**src/hw/rtl/worker_pool_load_balancer_assert.svh**
```systemverilog
// Assertion macros for the worker pool load balancer.
// Depends on nothing; included by modules that check their own logic.
`ifndef WORKER_POOL_LOAD_BALANCER_ASSERT_SVH
`define WORKER_POOL_LOAD_BALANCER_ASSERT_SVH
`ifndef NO_ASSERTIONS
`define WPLB_ASSERT_IMP(label, clk, rst_n, a, c) \
    label: assert property (@(posedge clk) disable iff (!rst_n) (a) |-> (c)) \
        else $error("assertion failed");
`define WPLB_ASSERT_NXT(label, clk, rst_n, a, c) \
    label: assert property (@(posedge clk) disable iff (!rst_n) (a) |=> (c)) \
        else $error("assertion failed");
`else
`define WPLB_ASSERT_IMP(label, clk, rst_n, a, c)
`define WPLB_ASSERT_NXT(label, clk, rst_n, a, c)
`endif
`endif

```
**src/hw/rtl/wplb_pkg.sv**
```systemverilog
// Types and constants shared by the worker pool load balancer.
// Depends on nothing.
package wplb_pkg;
    localparam logic [2:0] ACT_ADD      = 3'd0;
    localparam logic [2:0] ACT_REMOVE   = 3'd1;
    localparam logic [2:0] ACT_SELECT   = 3'd2;
    localparam logic [2:0] ACT_ASSIGN   = 3'd3;
    localparam logic [2:0] ACT_COMPLETE = 3'd4;
    localparam logic [2:0] ACT_BUSY     = 3'd5;
    localparam logic [2:0] ACT_HEALTH   = 3'd6;

    localparam logic [1:0] ST_UNKNOWN = 2'd0;
    localparam logic [1:0] ST_ONLINE  = 2'd1;
    localparam logic [1:0] ST_BUSY    = 2'd2;
    localparam logic [1:0] ST_OFFLINE = 2'd3;

    localparam logic [2:0] EV_NONE  = 3'd0;
    localparam logic [2:0] EV_REG   = 3'd1;
    localparam logic [2:0] EV_UNREG = 3'd2;
    localparam logic [2:0] EV_BUSY  = 3'd3;
    localparam logic [2:0] EV_IDLE  = 3'd4;
    localparam logic [2:0] EV_ON    = 3'd5;
    localparam logic [2:0] EV_OFF   = 3'd6;

    localparam logic [1:0] POL_RR   = 2'd0;
    localparam logic [1:0] POL_LL   = 2'd1;
    localparam logic [1:0] POL_RND  = 2'd2;
    localparam logic [1:0] POL_WRND = 2'd3;

    localparam logic [1:0] REG_POLICY = 2'd0;
    localparam logic [1:0] REG_DCAP   = 2'd1;
    localparam logic [1:0] REG_THRESH = 2'd2;
    localparam logic [1:0] REG_SEED   = 2'd3;

    localparam logic [31:0] LFSR_TAPS = 32'h8020_0003;

    typedef struct packed {
        logic [2:0] action;
        logic [3:0] slot;
        logic       healthy;
    } t_req;

    typedef struct packed {
        logic       accepted;
        logic [3:0] chosen_slot;
        logic [2:0] event_code;
    } t_rsp;

    // modulo unit control
    typedef struct packed {
        logic        start;
        logic [31:0] dividend;
        logic [31:0] divisor;
    } t_mod_req;

    typedef struct packed {
        logic        done;
        logic [31:0] rem;
    } t_mod_rsp;

    function automatic logic [31:0] lfsr_next(input logic [31:0] v);
        logic [31:0] n;
        n = v >> 1;
        if (v[0]) n = n ^ LFSR_TAPS;
        if (n == '0) n = 32'd1;
        return n;
    endfunction
endpackage

```
**src/hw/rtl/wplb_if.sv**
```systemverilog
// Valid/ready channel carrying one word of type T.
// Depends on nothing.
interface wplb_if #(parameter type T = logic) (input logic i_clk);
    logic valid;
    logic ready;
    T     data;
    modport source (output valid, output data, input ready);
    modport sink (input valid, input data, output ready);
endinterface

```
**src/hw/rtl/wplb_mod.sv**
```systemverilog
// Bit-serial restoring remainder unit, one bit per cycle.
// Depends on wplb_pkg and worker_pool_load_balancer_assert.svh.
module wplb_mod (
    input  logic              i_clk,
    input  logic              i_rst_n,
    input  wplb_pkg::t_mod_req i_req,
    output wplb_pkg::t_mod_rsp o_rsp
);
    import wplb_pkg::*;
    logic [31:0] r_q, r_d;
    logic [31:0] r_rem;
    logic [5:0]  r_cnt;
    logic        r_busy, r_done;
    logic [32:0] shifted, diff;

    always_comb begin
        shifted = {r_rem, r_q[31]};
        diff    = shifted - {1'b0, r_d};
    end

    always_ff @(posedge i_clk) begin
        if (!i_rst_n) begin
            r_busy <= 1'b0;
            r_done <= 1'b0;
            r_cnt  <= '0;
        end else begin
            r_done <= 1'b0;
            if (i_req.start) begin
                r_busy <= 1'b1;
                r_cnt  <= '0;
                r_q    <= i_req.dividend;
                r_d    <= i_req.divisor;
                r_rem  <= '0;
            end else if (r_busy) begin
                r_q <= r_q << 1;
                r_rem <= diff[32] ? shifted[31:0] : diff[31:0];
                r_cnt <= r_cnt + 6'd1;
                if (r_cnt == 6'd31) begin
                    r_busy <= 1'b0;
                    r_done <= 1'b1;
                end
            end
        end
    end

    assign o_rsp.done = r_done;
    assign o_rsp.rem  = r_rem;

    `include "worker_pool_load_balancer_assert.svh"
    `WPLB_ASSERT_NXT(a_done_pulse, i_clk, i_rst_n, r_done, !r_done)
    `WPLB_ASSERT_IMP(a_rem_lt_div, i_clk, i_rst_n, r_done, r_rem < r_d)
    `WPLB_ASSERT_NXT(a_start_busy, i_clk, i_rst_n, i_req.start, r_busy)
endmodule

```
**src/hw/rtl/worker_pool_load_balancer.sv**
```systemverilog
// Worker pool load balancer: slot table, action sequencer, APB config.
// Slot actions: S_EXEC applies the request, then S_OUT offers the result.
// Select, least loaded: one scan cycle per slot.
// Other policies: slot scan, a wait on the shared remainder unit, then a
// pick scan. A new request is taken only in S_IDLE, once the result is taken.
// Synchronous active-low reset clears the table and r_rot, presets config.
module worker_pool_load_balancer #(
    parameter int SLOTS = 16
) (
    input  logic        i_clk,
    input  logic        i_rst_n,
    wplb_if.sink        in_ch,
    wplb_if.source      out_ch,
    input  logic        psel,
    input  logic        penable,
    input  logic        pwrite,
    input  logic [3:0]  paddr,
    input  logic [31:0] pwdata,
    output logic [31:0] prdata,
    output logic        pready
);
    import wplb_pkg::*;
    localparam int SW = $clog2(SLOTS);
    localparam int CW = $clog2(SLOTS + 1);

    localparam logic [3:0] S_IDLE = 4'd0, S_EXEC = 4'd1, S_SCAN = 4'd2,
        S_MODW = 4'd3, S_PICK = 4'd4, S_WSCAN = 4'd5, S_OUT = 4'd6;

    logic [3:0] r_state;
    logic [SLOTS-1:0] r_valid;
    logic [1:0] r_status [SLOTS];
    logic [7:0] r_act [SLOTS];
    logic [7:0] r_cap [SLOTS];
    logic [7:0] r_fail [SLOTS];
    logic [31:0] r_rot, r_lfsr, r_seed;
    logic [1:0] r_policy;
    logic [7:0] r_dcap, r_thresh;
    t_req r_req;
    t_rsp r_rsp;
    logic [SW-1:0] r_idx;
    logic [CW-1:0] r_n, r_k;
    logic [31:0] r_total, r_cum, r_r;
    logic [SW-1:0] r_best;
    logic r_found;
    logic r_go;
    t_mod_req mreq;
    t_mod_rsp mrsp;

    wplb_mod u_mod (.i_clk(i_clk), .i_rst_n(i_rst_n), .i_req(mreq), .o_rsp(mrsp));

    logic in_rng;
    logic [SW-1:0] s;
    logic avail;
    logic [7:0] wt;
    logic [15:0] lhs, rhs;
    logic [8:0] inc;

    always_comb begin
        in_rng = ({28'd0, r_req.slot} < 32'(SLOTS));
        s      = SW'(r_req.slot);
        avail  = r_valid[r_idx] && r_status[r_idx] == ST_ONLINE &&
                 r_act[r_idx] < r_cap[r_idx];
        wt     = (r_cap[r_idx] > r_act[r_idx] + 8'd0) ?
                 r_cap[r_idx] - r_act[r_idx] : 8'd1;
        lhs    = r_act[r_idx] * r_cap[r_best];
        rhs    = r_act[r_best] * r_cap[r_idx];
        inc    = {1'b0, r_fail[s]} + 9'd1;
        mreq.start    = r_go;
        mreq.dividend = (r_policy == POL_RR) ? r_rot : r_lfsr;
        mreq.divisor  = (r_policy == POL_WRND) ? r_total : 32'(r_n);
    end

    assign in_ch.ready  = (r_state == S_IDLE);
    assign out_ch.valid = (r_state == S_OUT);
    assign out_ch.data  = r_rsp;
    assign pready       = 1'b1;

    always_comb begin
        unique case (paddr[3:2])
            REG_POLICY: prdata = {30'd0, r_policy};
            REG_DCAP:   prdata = {24'd0, r_dcap};
            REG_THRESH: prdata = {24'd0, r_thresh};
            default:    prdata = r_seed;
        endcase
    end

    logic cfg_wr;
    assign cfg_wr = psel && penable && pwrite;
    logic mod_go;
    assign mod_go = (r_state == S_SCAN) && (r_idx == SW'(SLOTS - 1)) &&
                    (r_n + CW'(avail) != '0) && (r_policy != POL_LL);

    always_ff @(posedge i_clk) begin
        if (!i_rst_n) begin
            r_state  <= S_IDLE;
            r_valid  <= '0;
            r_rot    <= '0;
            r_lfsr   <= 32'd1;
            r_seed   <= 32'd1;
            r_policy <= POL_LL;
            r_dcap   <= 8'd4;
            r_thresh <= 8'd3;
            for (int i = 0; i < SLOTS; i++) begin
                r_status[i] <= ST_UNKNOWN;
                r_act[i] <= '0;
                r_cap[i] <= '0;
                r_fail[i] <= '0;
            end
        end else begin
            if (cfg_wr) begin
                unique case (paddr[3:2])
                    REG_POLICY: r_policy <= pwdata[1:0];
                    REG_DCAP:   r_dcap <= pwdata[7:0];
                    REG_THRESH: r_thresh <= pwdata[7:0];
                    default: begin
                        r_seed <= pwdata;
                        r_lfsr <= (pwdata == '0) ? 32'd1 : pwdata;
                    end
                endcase
            end
            unique case (r_state)
                S_IDLE: begin
                    if (in_ch.valid) begin
                        r_req <= in_ch.data;
                        r_rsp <= '0;
                        r_state <= S_EXEC;
                    end
                end
                S_EXEC: begin
                    r_state <= S_OUT;
                    r_idx <= '0;
                    r_n <= '0;
                    r_total <= '0;
                    r_found <= 1'b0;
                    case (r_req.action)
                        ACT_ADD: if (in_rng && !r_valid[s]) begin
                            r_valid[s] <= 1'b1;
                            r_status[s] <= ST_UNKNOWN;
                            r_act[s] <= '0;
                            r_cap[s] <= r_dcap;
                            r_fail[s] <= '0;
                            r_rsp.accepted <= 1'b1;
                            r_rsp.event_code <= EV_REG;
                        end
                        ACT_REMOVE: if (in_rng && r_valid[s]) begin
                            r_valid[s] <= 1'b0;
                            r_status[s] <= ST_UNKNOWN;
                            r_act[s] <= '0;
                            r_cap[s] <= '0;
                            r_fail[s] <= '0;
                            r_rsp.accepted <= 1'b1;
                            r_rsp.event_code <= EV_UNREG;
                        end
                        ACT_SELECT: r_state <= S_SCAN;
                        ACT_ASSIGN: if (in_rng && r_valid[s]) begin
                            r_act[s] <= (r_act[s] == 8'hFF) ? 8'hFF : r_act[s] + 8'd1;
                            if (((r_act[s] == 8'hFF) ? 8'hFF : r_act[s] + 8'd1)
                                >= r_cap[s]) begin
                                r_status[s] <= ST_BUSY;
                                r_rsp.event_code <= EV_BUSY;
                            end
                            r_rsp.accepted <= 1'b1;
                        end
                        ACT_COMPLETE: if (in_rng && r_valid[s]) begin
                            r_act[s] <= (r_act[s] == '0) ? '0 : r_act[s] - 8'd1;
                            if (r_status[s] == ST_BUSY &&
                                ((r_act[s] == '0) ? 8'd0 : r_act[s] - 8'd1) < r_cap[s]) begin
                                r_status[s] <= ST_ONLINE;
                                r_rsp.event_code <= EV_IDLE;
                            end
                            r_rsp.accepted <= 1'b1;
                        end
                        ACT_BUSY: if (in_rng && r_valid[s] && r_status[s] == ST_ONLINE) begin
                            r_status[s] <= ST_BUSY;
                            r_act[s] <= r_cap[s];
                            r_rsp.accepted <= 1'b1;
                            r_rsp.event_code <= EV_BUSY;
                        end
                        ACT_HEALTH: if (in_rng && r_valid[s]) begin
                            r_rsp.accepted <= 1'b1;
                            if (r_req.healthy) begin
                                r_fail[s] <= '0;
                                if (r_status[s] == ST_OFFLINE || r_status[s] == ST_UNKNOWN) begin
                                    r_status[s] <= ST_ONLINE;
                                    r_rsp.event_code <= EV_ON;
                                end
                            end else begin
                                r_fail[s] <= inc[8] ? 8'hFF : inc[7:0];
                                if ((inc[8] ? 8'hFF : inc[7:0]) >= r_thresh &&
                                    r_status[s] != ST_OFFLINE) begin
                                    r_status[s] <= ST_OFFLINE;
                                    r_rsp.event_code <= EV_OFF;
                                end
                            end
                        end
                        default: ;
                    endcase
                end
                S_SCAN: begin
                    if (avail) begin
                        r_n <= r_n + CW'(1);
                        r_total <= r_total + 32'(wt);
                        if (!r_found || lhs < rhs) r_best <= r_idx;
                        r_found <= 1'b1;
                    end
                    r_idx <= (r_idx == SW'(SLOTS - 1)) ? '0 : r_idx + SW'(1);
                    if (r_idx == SW'(SLOTS - 1)) begin
                        if (r_n + CW'(avail) == '0) begin
                            r_state <= S_OUT;
                        end else if (r_policy == POL_LL) begin
                            r_rsp.accepted <= 1'b1;
                            r_rsp.chosen_slot <= 4'((avail && (!r_found || lhs < rhs))
                                                    ? r_idx : r_best);
                            r_state <= S_OUT;
                        end else begin
                            if (r_policy == POL_RND || r_policy == POL_WRND)
                                r_lfsr <= lfsr_next(r_lfsr);
                            r_state <= S_MODW;
                        end
                    end
                end
                S_MODW: begin
                    if (mrsp.done) begin
                        r_r <= mrsp.rem;
                        r_k <= '0;
                        r_cum <= '0;
                        r_idx <= '0;
                        if (r_policy == POL_RR) r_rot <= r_rot + 32'd1;
                        r_state <= (r_policy == POL_WRND) ? S_WSCAN : S_PICK;
                    end
                end
                S_PICK, S_WSCAN: begin
                    r_idx <= r_idx + SW'(1);
                    if (avail) begin
                        r_k <= r_k + CW'(1);
                        r_cum <= r_cum + 32'(wt);
                        if ((r_state == S_PICK && 32'(r_k) == r_r) ||
                            (r_state == S_WSCAN && r_r < r_cum + 32'(wt))) begin
                            r_rsp.accepted <= 1'b1;
                            r_rsp.chosen_slot <= 4'(r_idx);
                            r_state <= S_OUT;
                        end
                    end
                end
                S_OUT: if (out_ch.ready) r_state <= S_IDLE;
                default: r_state <= S_IDLE;
            endcase
        end
    end

    always_ff @(posedge i_clk) begin
        if (!i_rst_n) r_go <= 1'b0;
        else r_go <= mod_go;
    end

    `include "worker_pool_load_balancer_assert.svh"
    `WPLB_ASSERT_IMP(a_rdy_idle, i_clk, i_rst_n, in_ch.ready, !out_ch.valid)
    `WPLB_ASSERT_NXT(a_exec_next, i_clk, i_rst_n, r_state == S_EXEC,
        r_state == S_OUT || r_state == S_SCAN)
    `WPLB_ASSERT_IMP(a_modw_pol, i_clk, i_rst_n, r_state == S_MODW, r_policy != POL_LL)
endmodule
```
**src/flat_wrapper.sv**
```systemverilog
// flat-port wrapper written by rule: the top's interface ports become plain ports
module worker_pool_load_balancer_flat import wplb_pkg::*;
#(
    parameter int SLOTS = 16
)
  (i_clk, i_rst_n, psel, penable, pwrite, paddr, pwdata, prdata, pready, in_ch_valid, in_ch_data, in_ch_ready, out_ch_valid, out_ch_data, out_ch_ready);
  wplb_if in_ch_i (.i_clk(i_clk));
  wplb_if out_ch_i (.i_clk(i_clk));
  input  logic i_clk;
  input  logic i_rst_n;
  input  logic psel;
  input  logic penable;
  input  logic pwrite;
  input  logic [3:0] paddr;
  input  logic [31:0] pwdata;
  output logic [31:0] prdata;
  output logic pready;
  input wire logic [$bits(in_ch_i.valid)-1:0] in_ch_valid;
  input wire logic [$bits(in_ch_i.data)-1:0] in_ch_data;
  output wire logic [$bits(in_ch_i.ready)-1:0] in_ch_ready;
  output wire logic [$bits(out_ch_i.valid)-1:0] out_ch_valid;
  output wire logic [$bits(out_ch_i.data)-1:0] out_ch_data;
  input wire logic [$bits(out_ch_i.ready)-1:0] out_ch_ready;
  assign in_ch_i.valid = in_ch_valid;
  assign in_ch_i.data = in_ch_data;
  assign in_ch_ready = in_ch_i.ready;
  assign out_ch_valid = out_ch_i.valid;
  assign out_ch_data = out_ch_i.data;
  assign out_ch_i.ready = out_ch_ready;
  worker_pool_load_balancer #(.SLOTS(SLOTS)) u_core (.i_clk(i_clk), .i_rst_n(i_rst_n), .in_ch(in_ch_i), .out_ch(out_ch_i), .psel(psel), .penable(penable), .pwrite(pwrite), .paddr(paddr), .pwdata(pwdata), .prdata(prdata), .pready(pready));
endmodule
```
**config.mk**
```make
export PLATFORM = sky130hd
export DESIGN_NAME = worker_pool_load_balancer_flat
export DESIGN_NICKNAME = d
export VERILOG_FILES = /design/src/hw/rtl/wplb_pkg.sv /design/src/hw/rtl/wplb_if.sv /design/src/hw/rtl/wplb_mod.sv /design/src/hw/rtl/worker_pool_load_balancer.sv /design/src/flat_wrapper.sv
export VERILOG_INCLUDE_DIRS = /design/src /design/src/hw/rtl
export SDC_FILE = /design/constraint.sdc
export NUM_CORES = 1
export LEC_CHECK = 0
export BUFFER_PORTS_ARGS = -buffer_cell sky130_fd_sc_hd__clkbuf_2
export CAP_MARGIN = 10
export CORE_UTILIZATION = 35
export CTS_BUF_LIST = sky130_fd_sc_hd__clkbuf_16
export CTS_CLUSTER_DIAMETER = 60
export DETAILED_ROUTE_END_ITERATION = 10
export HOLD_SLACK_MARGIN = 0.1
export SYNTH_ARGS = -nofsm -noshare
export SYNTH_HDL_FRONTEND = slang
export SYNTH_SLANG_ARGS = --single-unit
```
**constraint.sdc**
```tcl
create_clock -name i_clk -period 2.2 [get_ports i_clk]
set_input_delay 0.22 -clock i_clk [delete_from_list [all_inputs] [get_ports i_clk]]
set_output_delay 0.22 -clock i_clk [all_outputs]
set_load 0.02 [all_outputs]
```
## Word level (Yosys, flattened, before mapping)

Memory sizes are Yosys's and may differ from the RTL's. A register that Yosys moved wholly into a read port is not among the register bits.
Cells that the tools add are included.

- Flip-flop bits (word level): 335
- RAM bits: 128
- Output and inout port bits: 36
- Memories kept: 1

Memory list:

| name | depth | width | rd ports | clocked after memory_dff | wr ports | RTL line | source |
|---|---|---|---|---|---|---|---|
| u_core.r_cap | 16 | 8 | 1 | 1 | 16 | worker_pool_load_balancer.sv:33 | `logic [7:0] r_cap [SLOTS];` |

- Add/sub/neg operators: 10
- Magnitude comparators: 4
- Equality and inequality tests: 24
- Multiplexer cells: 64
- Bitwise logic cells: 6
- Reduce and logical (&&, ||, !) cells: 41

Operators by type and width:

| kind | count |
|---|---|
| $mux 32 | 24 |
| $pmux 32 s2 | 2 |
| $pmux 32 s3 | 1 |
| $add 32x8->32 | 2 |
| $logic_not 32->1 | 2 |
| $mux 4 | 10 |
| $sub 33x32->33 | 1 |
| $add 32x1->32 const B | 1 |
| $eq 5x32->1 | 1 |
| $lt 32x32->1 | 1 |
| $pmux 4 s6 | 1 |
| $mux 5 | 4 |
| $pmux 5 s2 | 2 |
| $mux 8 | 2 |
| $pmux 4 s4 | 1 |
| $mux 1 | 14 |
| $reduce_and 2->1 | 7 |
| $eq 4x3->1 const B | 3 |
| $reduce_and 3->1 | 4 |
| $add 5x1->5 const B | 2 |
| $ne 2x1->1 const B | 5 |
| $logic_and 1x1->1 | 9 |
| $eq 4x2->1 const B | 2 |
| $gt 8x8->1 const B | 1 |
| other kinds (30) | 47 |

## Logic depth before layout (Yosys ltp)

Gate-level depths: netlist of run 1.

- Word-level depth: 17
- Gate-level depth with buffers: 9

## Hierarchy

Synthesis of run 1 repeated with hierarchy kept, for this count alone.

- Cell total of the unflattened synthesis: 1290
- Area, all modules: 11663.7 um^2

By module, submodules not included:

| module | times used | cells an instance | area each (um^2) | sequential area each (um^2) |
|---|---|---|---|---|
| wplb_mod | 1 | 574 | 6060.8 | 3042.9 |
| worker_pool_load_balancer | 1 | 716 | 5602.9 | 2512.4 |

## Worst setup path before layout of run 1

No wires, ideal clock.

- Kind: input port to flip-flop
- From: in paddr[2]
- To: reg u_core.r_dcap[2]
- Library setup time: 0.122 ns
- Arrival time: 1.687 ns
- Required time: 2.078 ns
- Setup slack: 0.391 ns
- Cell stages on the path: 6
- Path through: clkbuf_1 nor2b_1 and2_1 clkbuf_1 mux2i_1 nand2_1

- Longest elaborated chain between the ends: 2

RTL lines:

| item | RTL line | source |
|---|---|---|
| start: declaration | flat_wrapper.sv:14 | `input logic [3:0] paddr;` |
| $eq 2x1->1 | worker_pool_load_balancer.sv:111 | `unique case (paddr[3:2])` |
| $reduce_and 2->1 (no source line) | -- |  |
| end signal: assignment | worker_pool_load_balancer.sv:113 | `REG_DCAP: r_dcap <= pwdata[7:0];` |
| end: declaration | worker_pool_load_balancer.sv:37 | `logic [7:0] r_dcap, r_thresh;` |

No other way between the ends.
A chain may end at the register's enable or synchronous reset.

## Worst setup path in the final report of run 1

- From: reg u_core.r_n[0]
- To: reg u_core.r_state[0]

- Longest elaborated chain between the ends: 5

RTL lines:

| item | RTL line | source |
|---|---|---|
| start: declaration | worker_pool_load_balancer.sv:41 | `logic [CW-1:0] r_n, r_k;` |
| start signal: assignment | worker_pool_load_balancer.sv:201 | `r_n <= r_n + CW'(1);` |
| $add 5x1->5 | worker_pool_load_balancer.sv:208 | `if (r_n + CW'(avail) == '0) begin` |
| $logic_not 5->1 | worker_pool_load_balancer.sv:208 |  |
| $mux 4 | worker_pool_load_balancer.sv:208 |  |
| $mux 4 | worker_pool_load_balancer.sv:207 | `if (r_idx == SW'(SLOTS - 1)) begin` |
| $pmux 4 s6 | worker_pool_load_balancer.sv:121 | `unique case (r_state)` |
| end signal: assignment | worker_pool_load_balancer.sv:229 | `r_state <= (r_policy == POL_WRND) ? S_WSCAN : S_PICK;` |
| end: declaration | worker_pool_load_balancer.sv:29 | `logic [3:0] r_state;` |

No other way between the ends. The select of a mux whose other input is x is not followed.

==> flow_summary.toml, run 1 <==
[synth]
synth_edf_count = 10
synth_commonest_cells = "nand2_1, dfxtp_1, a21boi_0"
synth_nets = 439
synthCells = 391
syn_avg_cell_area_um2 = 8.64
ys_seq_area_frac = 0.462
ys_types = 35
yosys.area.top_type = "dfxtp_1"
synth_ff_type = "dfxtp_1"
synth_area_um2 = 3380
yosys.area.top_type_share = 0.373
yosys_warnings = 0
synth-seq-cells = 73
synth_area_leaders = "dfxtp_1, nand2_1, edfxtp_1, a21boi_0, and3_1"
async_flop_share = 0
yosysMostFrequentCell = "nand2_1"

[status]
outcome = "complete, no violations"

[timing]
worstMarginPinSlew_ns = 0.625
slew_headroom = 0.584
fmax_mhz = 528
min_period_ns = 1.89
tns_ns = 0
setup_viol = 0
min_period_over_period = 0.861
final_hold_viol_count = 0
rsz0062_at_grt = "no"
slew_violations = 0
skew_ns = 0.00284

[floorplanning]
io_pins = 80
core_um2 = 9280
die-area_um2 = 10000
die_y_um = 100
floorplan.initialDensity = 0.364
rows = 35
die_x_um = 100

[detailed_routing]
wl_um = 7390
drt-initial-drc-count = 85
ant_nets = 0
route.detailed.drc = 0
viasPerCell = 4.77
avgRoutedWirePerCell_um = 12.7
num_vias = 2778
firstDrtPassIters = 4

[setup_path]
crit_required_ns = 2.42
start_kind = "flip-flop"
arrival_ns = 2.11
crit_type = "flip-flop to flip-flop"
path_max_fanout = 4
cp-end-kind = "flip-flop"

[cts]
h-tree-depth = 3
root_buffer = "clkbuf_16"
cts_num_sinks = 73
clk_pin_slew_ns = 0.06
cts.repair.resized = 0
clockBufferDepth = 2
cts_tree = "yes"
clk_latency_ns = 0.32
cts-buffers-inserted = 9
cts_setup_buffers = 0
ctsHoldBuffers = 0

[job]
drv_cap = 0

[global_routing]
grt_first_pass_wirelength_um = 12500
grt_pass1_vias = 2664
globalRouteOverflowTotal = 0
antenna_found_initial = 0
grt_usage = 0.159
grt_max_degree = 37

[placement]
portBuffers = 75
post_dp_cell_area_um2 = 3840
dpl.hpwl_um = 4910
gp_congestion = 0.709

[cells_and_area]
fin_nets = 497
n_antenna_cell = 0
final_cell_area_um2 = 4180
areaGrowthSynthToFinish_pct = 23.7
nFillCells = 951
drive_gt1_frac = 0.233

[hold_path]
min_path_type = "input port to flip-flop"

[power_and_ir_drop]
vdd_ir_drop_max_v = 0.000391
power.leakage_nw = 1.75
p_per_area_nw_per_um2 = 892
[routing by layer]
| layer | wire length, µm | share of wire | track usage | up-vias |
|---|---|---|---|---|
| li1 | - | - | - | 1427 |
| met1 | 3510 | 0.47 | 0.203 | 1272 |
| met2 | 3270 | 0.44 | 0.253 | 71 |
| met3 | 490 | 0.066 | 0.0515 | 8 |
| met4 | 119 | 0.016 | 0.0569 | 0 |
| met5 | 0 | 0 | 0 | - |
[path summary, 6_finish.rpt]
| check | start | to | slack, ns | cells past startpoint |
|---|---|---|---|---|
| worst max register to register | u_core.r_n[0]$_SDFFCE_PN0P_ | u_core.r_state[0]$_SDFFE_PN0P_ | 0.31 | 8 |
| worst min register to register | u_core.r_seed[28]$_SDFFE_PN0P_ | u_core.r_seed[28]$_SDFFE_PN0P_ | 0.45 | 2 |
| worst min-delay path | pwdata[19] | u_core.r_seed[19]$_SDFFE_PN0P_ | 0.12 | 3 |
| worst max-delay path | u_core.r_n[0]$_SDFFCE_PN0P_ | u_core.r_state[0]$_SDFFE_PN0P_ | 0.31 | 8 |
[placed cells by master, fill, tap and decap left out, types with 3 or more instances in the layout]
master | synthesis | layout
clkbuf_16 | 0 | 9
nor2b_1 | 14 | 14
mux2i_1 | 12 | 12
and3_1 | 26 | 26
a21boi_0 | 37 | 37
o21ai_0 | 3 | 3
xor2_1 | 6 | 6
ha_1 | 4 | 4
edfxtp_1 | 10 | 10
mux2_2 | 6 | 6
nand3_1 | 18 | 18
nor2_1 | 18 | 18
buf_4 | 1 | 10
nand2_1 | 83 | 83
xnor2_1 | 4 | 4
inv_1 | 10 | 11
a22o_1 | 6 | 6
a21oi_1 | 5 | 5
nor3_1 | 4 | 4
nand4_1 | 3 | 3
bufinv_16 | 0 | 3
dfxtp_1 | 63 | 63
clkbuf_2 | 0 | 75
and2_1 | 6 | 6
[cells by family after synthesis]
family / synth area share
simple gates: 0.244
flops: 0.462
compound gates: 0.129
buf+inv: 0.0548
mux: 0.0689
xor+xnor: 0.0259
fa+ha+maj: 0.0148
other cells: 0.00111
[worst max-delay path, cell delays in order, from the launching register on]
cell,delay (ns)
edfxtp_1,0.42
inv_1,0.08
ha_1,0.13
inv_1,0.03
o41ai_1,0.49
o21ai_0,0.20
a21oi_1,0.18
o22ai_1,0.09
and2_1,0.16
[sequential cells by signal, indices dropped and copies added (netlist names)]
signal / cells
u_core.r_n: 5
u_core.u_mod.r_done: 1
u_core.r_go: 1
u_core.r_idx: 4
u_core.r_state: 3
u_core.r_valid: 1
u_core.r_seed: 32
u_core.r_policy: 2
u_core.r_thresh: 8
u_core.r_dcap: 8
u_core.u_mod.r_busy: 1
u_core.out_ch.data: 1
u_core.u_mod.r_cnt: 6
[per-stage QoR]
step	std cells	setup slack (ns)	hold slack (ns)	power [W]	util
global placement	567	0.318	0.445	0.00211	0.414
global route	583	0.165	0.121	0.00394	0.450
floorplan	391	0.391	0.344	0.00198	-
CTS	583	0.309	0.109	0.00378	0.450
detailed placement	567	0.323	0.451	0.00212	0.414
finish	583	0.306	0.115	0.00373	0.450
[power by group]
part | switching (W) | total [W] | internal, W
logic | 0.000309 | 0.000545 | 0.000236
clock network | 0.000539 | 0.00164 | 0.00110
registers | 0.0000877 | 0.00155 | 0.00146
[final cells by class]
class | instances | area (µm²) | share of cell area
Inverter | 10 | 37.5 | 0.00898
Tap cell | 129 | 161 | 0.0386
Clock buffer | 9 | 225 | 0.0539
Multi-Input combinational cell | 270 | 1630 | 0.391
Clock inverter | 7 | 110 | 0.0264
Sequential cell | 73 | 1560 | 0.374
Timing Repair Buffer | 85 | 450 | 0.108
Power figures use the tool's default switching activity.
==> inputs of run 2 (changes only) <==
--- a/config.mk
+++ b/config.mk
@@ -8,11 +8,15 @@
 export LEC_CHECK = 0
 export BUFFER_PORTS_ARGS = -buffer_cell sky130_fd_sc_hd__clkbuf_2
 export CAP_MARGIN = 10
-export CORE_UTILIZATION = 35
+export CELL_PAD_IN_SITES_DETAIL_PLACEMENT = 1
+export CELL_PAD_IN_SITES_GLOBAL_PLACEMENT = 2
+export CORE_MARGIN = 2
+export CORE_UTILIZATION = 26
 export CTS_BUF_LIST = sky130_fd_sc_hd__clkbuf_16
 export CTS_CLUSTER_DIAMETER = 60
 export DETAILED_ROUTE_END_ITERATION = 10
 export HOLD_SLACK_MARGIN = 0.1
+export PLACE_DENSITY_LB_ADDON = 0.1
 export SYNTH_ARGS = -nofsm -noshare
 export SYNTH_HDL_FRONTEND = slang
 export SYNTH_SLANG_ARGS = --single-unit
==> flow_summary.toml, run 2 (synthesis gave the netlist of run 1 again) <==
[cts]
cts_tree = "yes"
clockBufferDepth = 2
cts_setup_buffers = 0
ctsHoldBuffers = 0
clk_latency_ns = 0.33
root_buffer = "clkbuf_16"
h-tree-depth = 3
clk_pin_slew_ns = 0.06
cts_num_sinks = 73
cts-buffers-inserted = 9

[global_routing]
grt_max_degree = 36
antenna_found_initial = 0
grt_first_pass_wirelength_um = 15200
grt_util_met2 = 0.220
grt.met1_usage = 0.171
globalRouteOverflowTotal = 0
grt_usage = 0.138
top_usage_layer = "met2"
grt_pass1_vias = 2960
use_met3 = 0.0451

[placement]
portBuffers = 75
dpl_worst_slack_ns = 0.229
gp_congestion = 0.733
dpl.hpwl_um = 6240
dpl.cell_count = 610

[detailed_routing]
wl_um = 9120
drt-initial-drc-count = 74
viasPerCell = 4.56
ant_nets = 0
num_vias = 2857
route.detailed.drc = 0
firstDrtPassIters = 4
avgRoutedWirePerCell_um = 14.6

[power_and_ir_drop]
power.leakage_nw = 1.74
vdd_ir_drop_max_v = 0.000239
p_per_area_nw_per_um2 = 829

[cells_and_area]
largest_reg_flops = 32
areaGrowthSynthToFinish_pct = 24.6
final_cells = 626
n_antenna_cell = 0
seqCellArea_um2 = 1560
final_common_cell = "nand2_1"
multi_input_area_um2 = 1640
largest-register = "u_core.r_seed"
nFillCells = 1526
reg.largest.list = "u_core.r_seed: 32 flops, u_core.r_dcap: 8 flops, u_core.r_thresh: 8 flops"
final_cell_mix = "nand2_1, clkbuf_2, dfxtp_1, a21boi_0, and3_1"
drive_gt1_frac = 0.233
fin_nets = 497

[timing]
fmax_mhz = 527
min_period_ns = 1.90
slew_violations = 0
rsz0062_at_grt = "no"
tns_ns = 0
setup_viol = 0
min_period_over_period = 0.863
setup_ws_ns = 0.302
hold_ws_ns = 0.113
skew_ns = 0.00572
final_hold_viol_count = 0

[floorplanning]
rows = 41
die-area_um2 = 13900
floorplan.initialDensity = 0.267
io_pins = 80
die_y_um = 118
core_um2 = 12700
die_x_um = 118

[setup_path]
path_max_fanout = 4
cp-end-kind = "flip-flop"
arrival_ns = 2.12
start_kind = "flip-flop"
crit_required_ns = 2.42
crit_type = "flip-flop to flip-flop"

[job]
drv_cap = 0

[hold_path]
min_path_type = "input port to flip-flop"

[status]
outcome = "complete, no violations"
## run 2: cell types whose count changed in the layout (fill, tap and decap cells not counted), sizes merged
| cell | before | now |
|---|---|---|
| bufinv | 3 | 0 |
| clkinv | 3 | 4 |
| inv | 11 | 12 |
| clkbuf | 84 | 85 |
## run 2: metal layers
| layer | vias up | part of all wire |
|---|---|---|
| met4 | 0 | 0.018 |
| met3 | 11 | 0.060 |
| li1 | 1425 | - |
| met1 | 1369 | 0.46 |
| met5 | - | 0 |
| met2 | 52 | 0.46 |
## run 2: final timing paths
check                            startpoint                        endpoint  slack, ns  depth (start not counted)
max reg2reg     u_core.r_n[0]$_SDFFCE_PN0P_  u_core.r_state[0]$_SDFFE_PN0P_       0.30                          8
min                              pwdata[11]  u_core.r_seed[11]$_SDFFE_PN0P_       0.11                          3
max             u_core.r_n[0]$_SDFFCE_PN0P_  u_core.r_state[0]$_SDFFE_PN0P_       0.30                          8
min reg2reg  u_core.r_seed[16]$_SDFFE_PN0P_  u_core.r_seed[16]$_SDFFE_PN0P_       0.46                          2
## run 2: where the power goes
group,switching [W],internal (W)
combinational,0.000332,0.000243
sequential,0.0000951,0.00146
clock,0.000546,0.000810
total,0.000973,0.00251
## run 2: per-stage QoR
| stage | util | total power, W | area [µm²] |
|---|---|---|---|
| after floorplan | - | 0.00198 | 3380 |
| after global placement | 0.309 | 0.00215 | 3920 |
| after CTS | 0.331 | 0.00355 | 4200 |
| after global routing | 0.332 | 0.00369 | 4210 |
| after detailed placement | 0.309 | 0.00216 | 3920 |
| final | 0.332 | 0.00349 | 4210 |
## run 2: critical path, stage by stage (launching register included)
cell and delay [ns]:
edfxtp_1 0.43, inv_1 0.08, ha_1 0.14, inv_1 0.05
o41ai_2 0.41, o21ai_0 0.21, a21oi_1 0.20, o22ai_1 0.10
and2_1 0.17
## run 2: repair_timing
item                                    4_1_cts  5_1_grt
endpoints found under the setup margin        0        1
endpoints found under the hold margin         0        0
resized for setup                             0        2
## run 2: final cells by class
cell class / count / share of cell area
clock inverters: 6 / 0.00565
clock buffers: 10 / 0.0595
repair buffers: 85 / 0.113
multi-input cells: 270 / 0.391
inverters: 10 / 0.00892
flip-flops and latches: 73 / 0.371
well taps: 172 / 0.0511
==> inputs of run 3 (changes only) <==
--- a/config.mk
+++ b/config.mk
@@ -8,15 +8,14 @@
 export LEC_CHECK = 0
 export BUFFER_PORTS_ARGS = -buffer_cell sky130_fd_sc_hd__clkbuf_2
 export CAP_MARGIN = 10
-export CELL_PAD_IN_SITES_DETAIL_PLACEMENT = 1
-export CELL_PAD_IN_SITES_GLOBAL_PLACEMENT = 2
 export CORE_MARGIN = 2
-export CORE_UTILIZATION = 26
+export CORE_UTILIZATION = 44
 export CTS_BUF_LIST = sky130_fd_sc_hd__clkbuf_16
 export CTS_CLUSTER_DIAMETER = 60
+export CTS_CLUSTER_SIZE = 14
 export DETAILED_ROUTE_END_ITERATION = 10
 export HOLD_SLACK_MARGIN = 0.1
-export PLACE_DENSITY_LB_ADDON = 0.1
+export PLACE_DENSITY = 0.67
 export SYNTH_ARGS = -nofsm -noshare
 export SYNTH_HDL_FRONTEND = slang
 export SYNTH_SLANG_ARGS = --single-unit
==> flow_summary.toml, run 3 (synthesis gave the netlist of run 1 again) <==
[detailed_routing]
ant_nets = 0
viasPerCell = 5.02
num_vias = 2762
avgRoutedWirePerCell_um = 12.9
drt-initial-drc-count = 103
wl_um = 7080
route.detailed.drc = 0
firstDrtPassIters = 4

[placement]
post_dp_cell_area_um2 = 3790
dpl.hpwl_um = 4750
dpl_worst_slack_ns = 0.343
dpl.cell_count = 534
gp_congestion = 0.746
portBuffers = 75

[timing]
slew_violations = 0
min_period_ns = 1.90
skew_ns = 0.00191
rsz0062_at_grt = "no"
fmax_mhz = 527
worstMarginPinSlew_ns = 0.524
setup_ws_ns = 0.301
tns_ns = 0
setup_viol = 0
slew_headroom = 0.650
final_hold_viol_count = 0
min_period_over_period = 0.863

[setup_path]
crit_buf_inv = 2
start_kind = "flip-flop"
slowest_delay_ns = 0.46
cp_slowest_cell = "o41ai_1"
path_max_fanout = 4
critPathTopFamily = "compound AO/OA/AOI/OAI gates"
arrival_ns = 2.12
crit_required_ns = 2.42
crit_chain = "inv_1 -> ha_1 -> inv_1 -> o41ai_1 -> o21ai_0 -> a21oi_1 -> o22ai_1 -> and2_1"
cp-end-kind = "flip-flop"
crit_type = "flip-flop to flip-flop"
cpMostUsedCell = "inv_1"

[floorplanning]
die_y_um = 91.6
core_um2 = 7330
floorplan.initialDensity = 0.461
rows = 31
io_pins = 80
die_x_um = 91.6
die-area_um2 = 8400

[cts]
cts_num_sinks = 73
cts-buffers-inserted = 9
cts_tree = "yes"
cts_setup_buffers = 0
ctsHoldBuffers = 0
clockBufferDepth = 2
clk_latency_ns = 0.32
h-tree-depth = 3
clk_pin_slew_ns = 0.06
root_buffer = "clkbuf_16"
cts.repair.resized = 0

[global_routing]
grt_max_degree = 39
globalRouteOverflowTotal = 0
antenna_found_initial = 0
grt_first_pass_wirelength_um = 12100
grt_pass1_vias = 2711
grt_usage = 0.178

[cells_and_area]
largest_reg_flops = 32
final_cell_mix = "nand2_1, clkbuf_2, dfxtp_1, a21boi_0, and3_1"
reg.largest.list = "u_core.r_seed: 32 flops, u_core.r_dcap: 8 flops, u_core.r_thresh: 8 flops"
final_common_cell = "nand2_1"
final_cells = 550
final_cell_area_um2 = 4070
drive_gt1_frac = 0.224
largest-register = "u_core.r_seed"
n_antenna_cell = 0
areaGrowthSynthToFinish_pct = 20.6
fin_nets = 494

[status]
outcome = "complete, no violations"

[hold_path]
min_path_type = "input port to flip-flop"

[power_and_ir_drop]
power.leakage_nw = 1.72
vdd_ir_drop_max_v = 0.000431
p_per_area_nw_per_um2 = 849

[job]
drv_cap = 0
[run 3: worst register-to-register path: cells and delay by family (launching register included)]
kind	cells	cell delay [ns]
compound gates	4	0.95
fa+ha+maj	1	0.14
buf+inv	2	0.12
flops	1	0.43
simple gates	1	0.17
[run 3: report_power, final]
part	total, W	internal (W)	switching, W
Sequential	0.00155	0.00146	0.0000861
Clock	0.00137	0.000855	0.000517
Combinational	0.000543	0.000236	0.000307
[run 3: worst paths after layout]
kind / from / endpoint / slack, ns / depth (start not counted)
worst max register to register: u_core.r_n[0]$_SDFFCE_PN0P_ / u_core.r_state[0]$_SDFFE_PN0P_ / 0.30 / 8
worst min-delay path: pwdata[11] / u_core.r_seed[11]$_SDFFE_PN0P_ / 0.12 / 3
worst min register to register: u_core.r_seed[17]$_SDFFE_PN0P_ / u_core.r_seed[17]$_SDFFE_PN0P_ / 0.46 / 2
worst max-delay path: u_core.r_n[0]$_SDFFCE_PN0P_ / u_core.r_state[0]$_SDFFE_PN0P_ / 0.30 / 8
[run 3: cell type report]
class,count,area [µm²]
fill,694,3260
tap,99,124
sequential,73,1560
clock buffer,9,225
inverter,10,37.5
multi-input combinational,270,1630
clock inverter,7,53.8
timing repair buffer,82,440
[run 3: layer usage]
layer  up-vias  track usage  wire, µm
met1      1269        0.228      3390
li1       1418            -         -
met2        61        0.290      3250
met4         0       0.0833       155
met5         -            0         0
met3        14       0.0345       286
[run 3: metrics by stage]
stage	hold slack, ns	util	power [W]
after floorplan	0.344	-	0.00198
after global placement	0.445	0.518	0.00211
after detailed placement	0.453	0.518	0.00212
after CTS	0.117	0.556	0.00348
after global routing	0.140	0.556	0.00363
final	0.119	0.556	0.00346
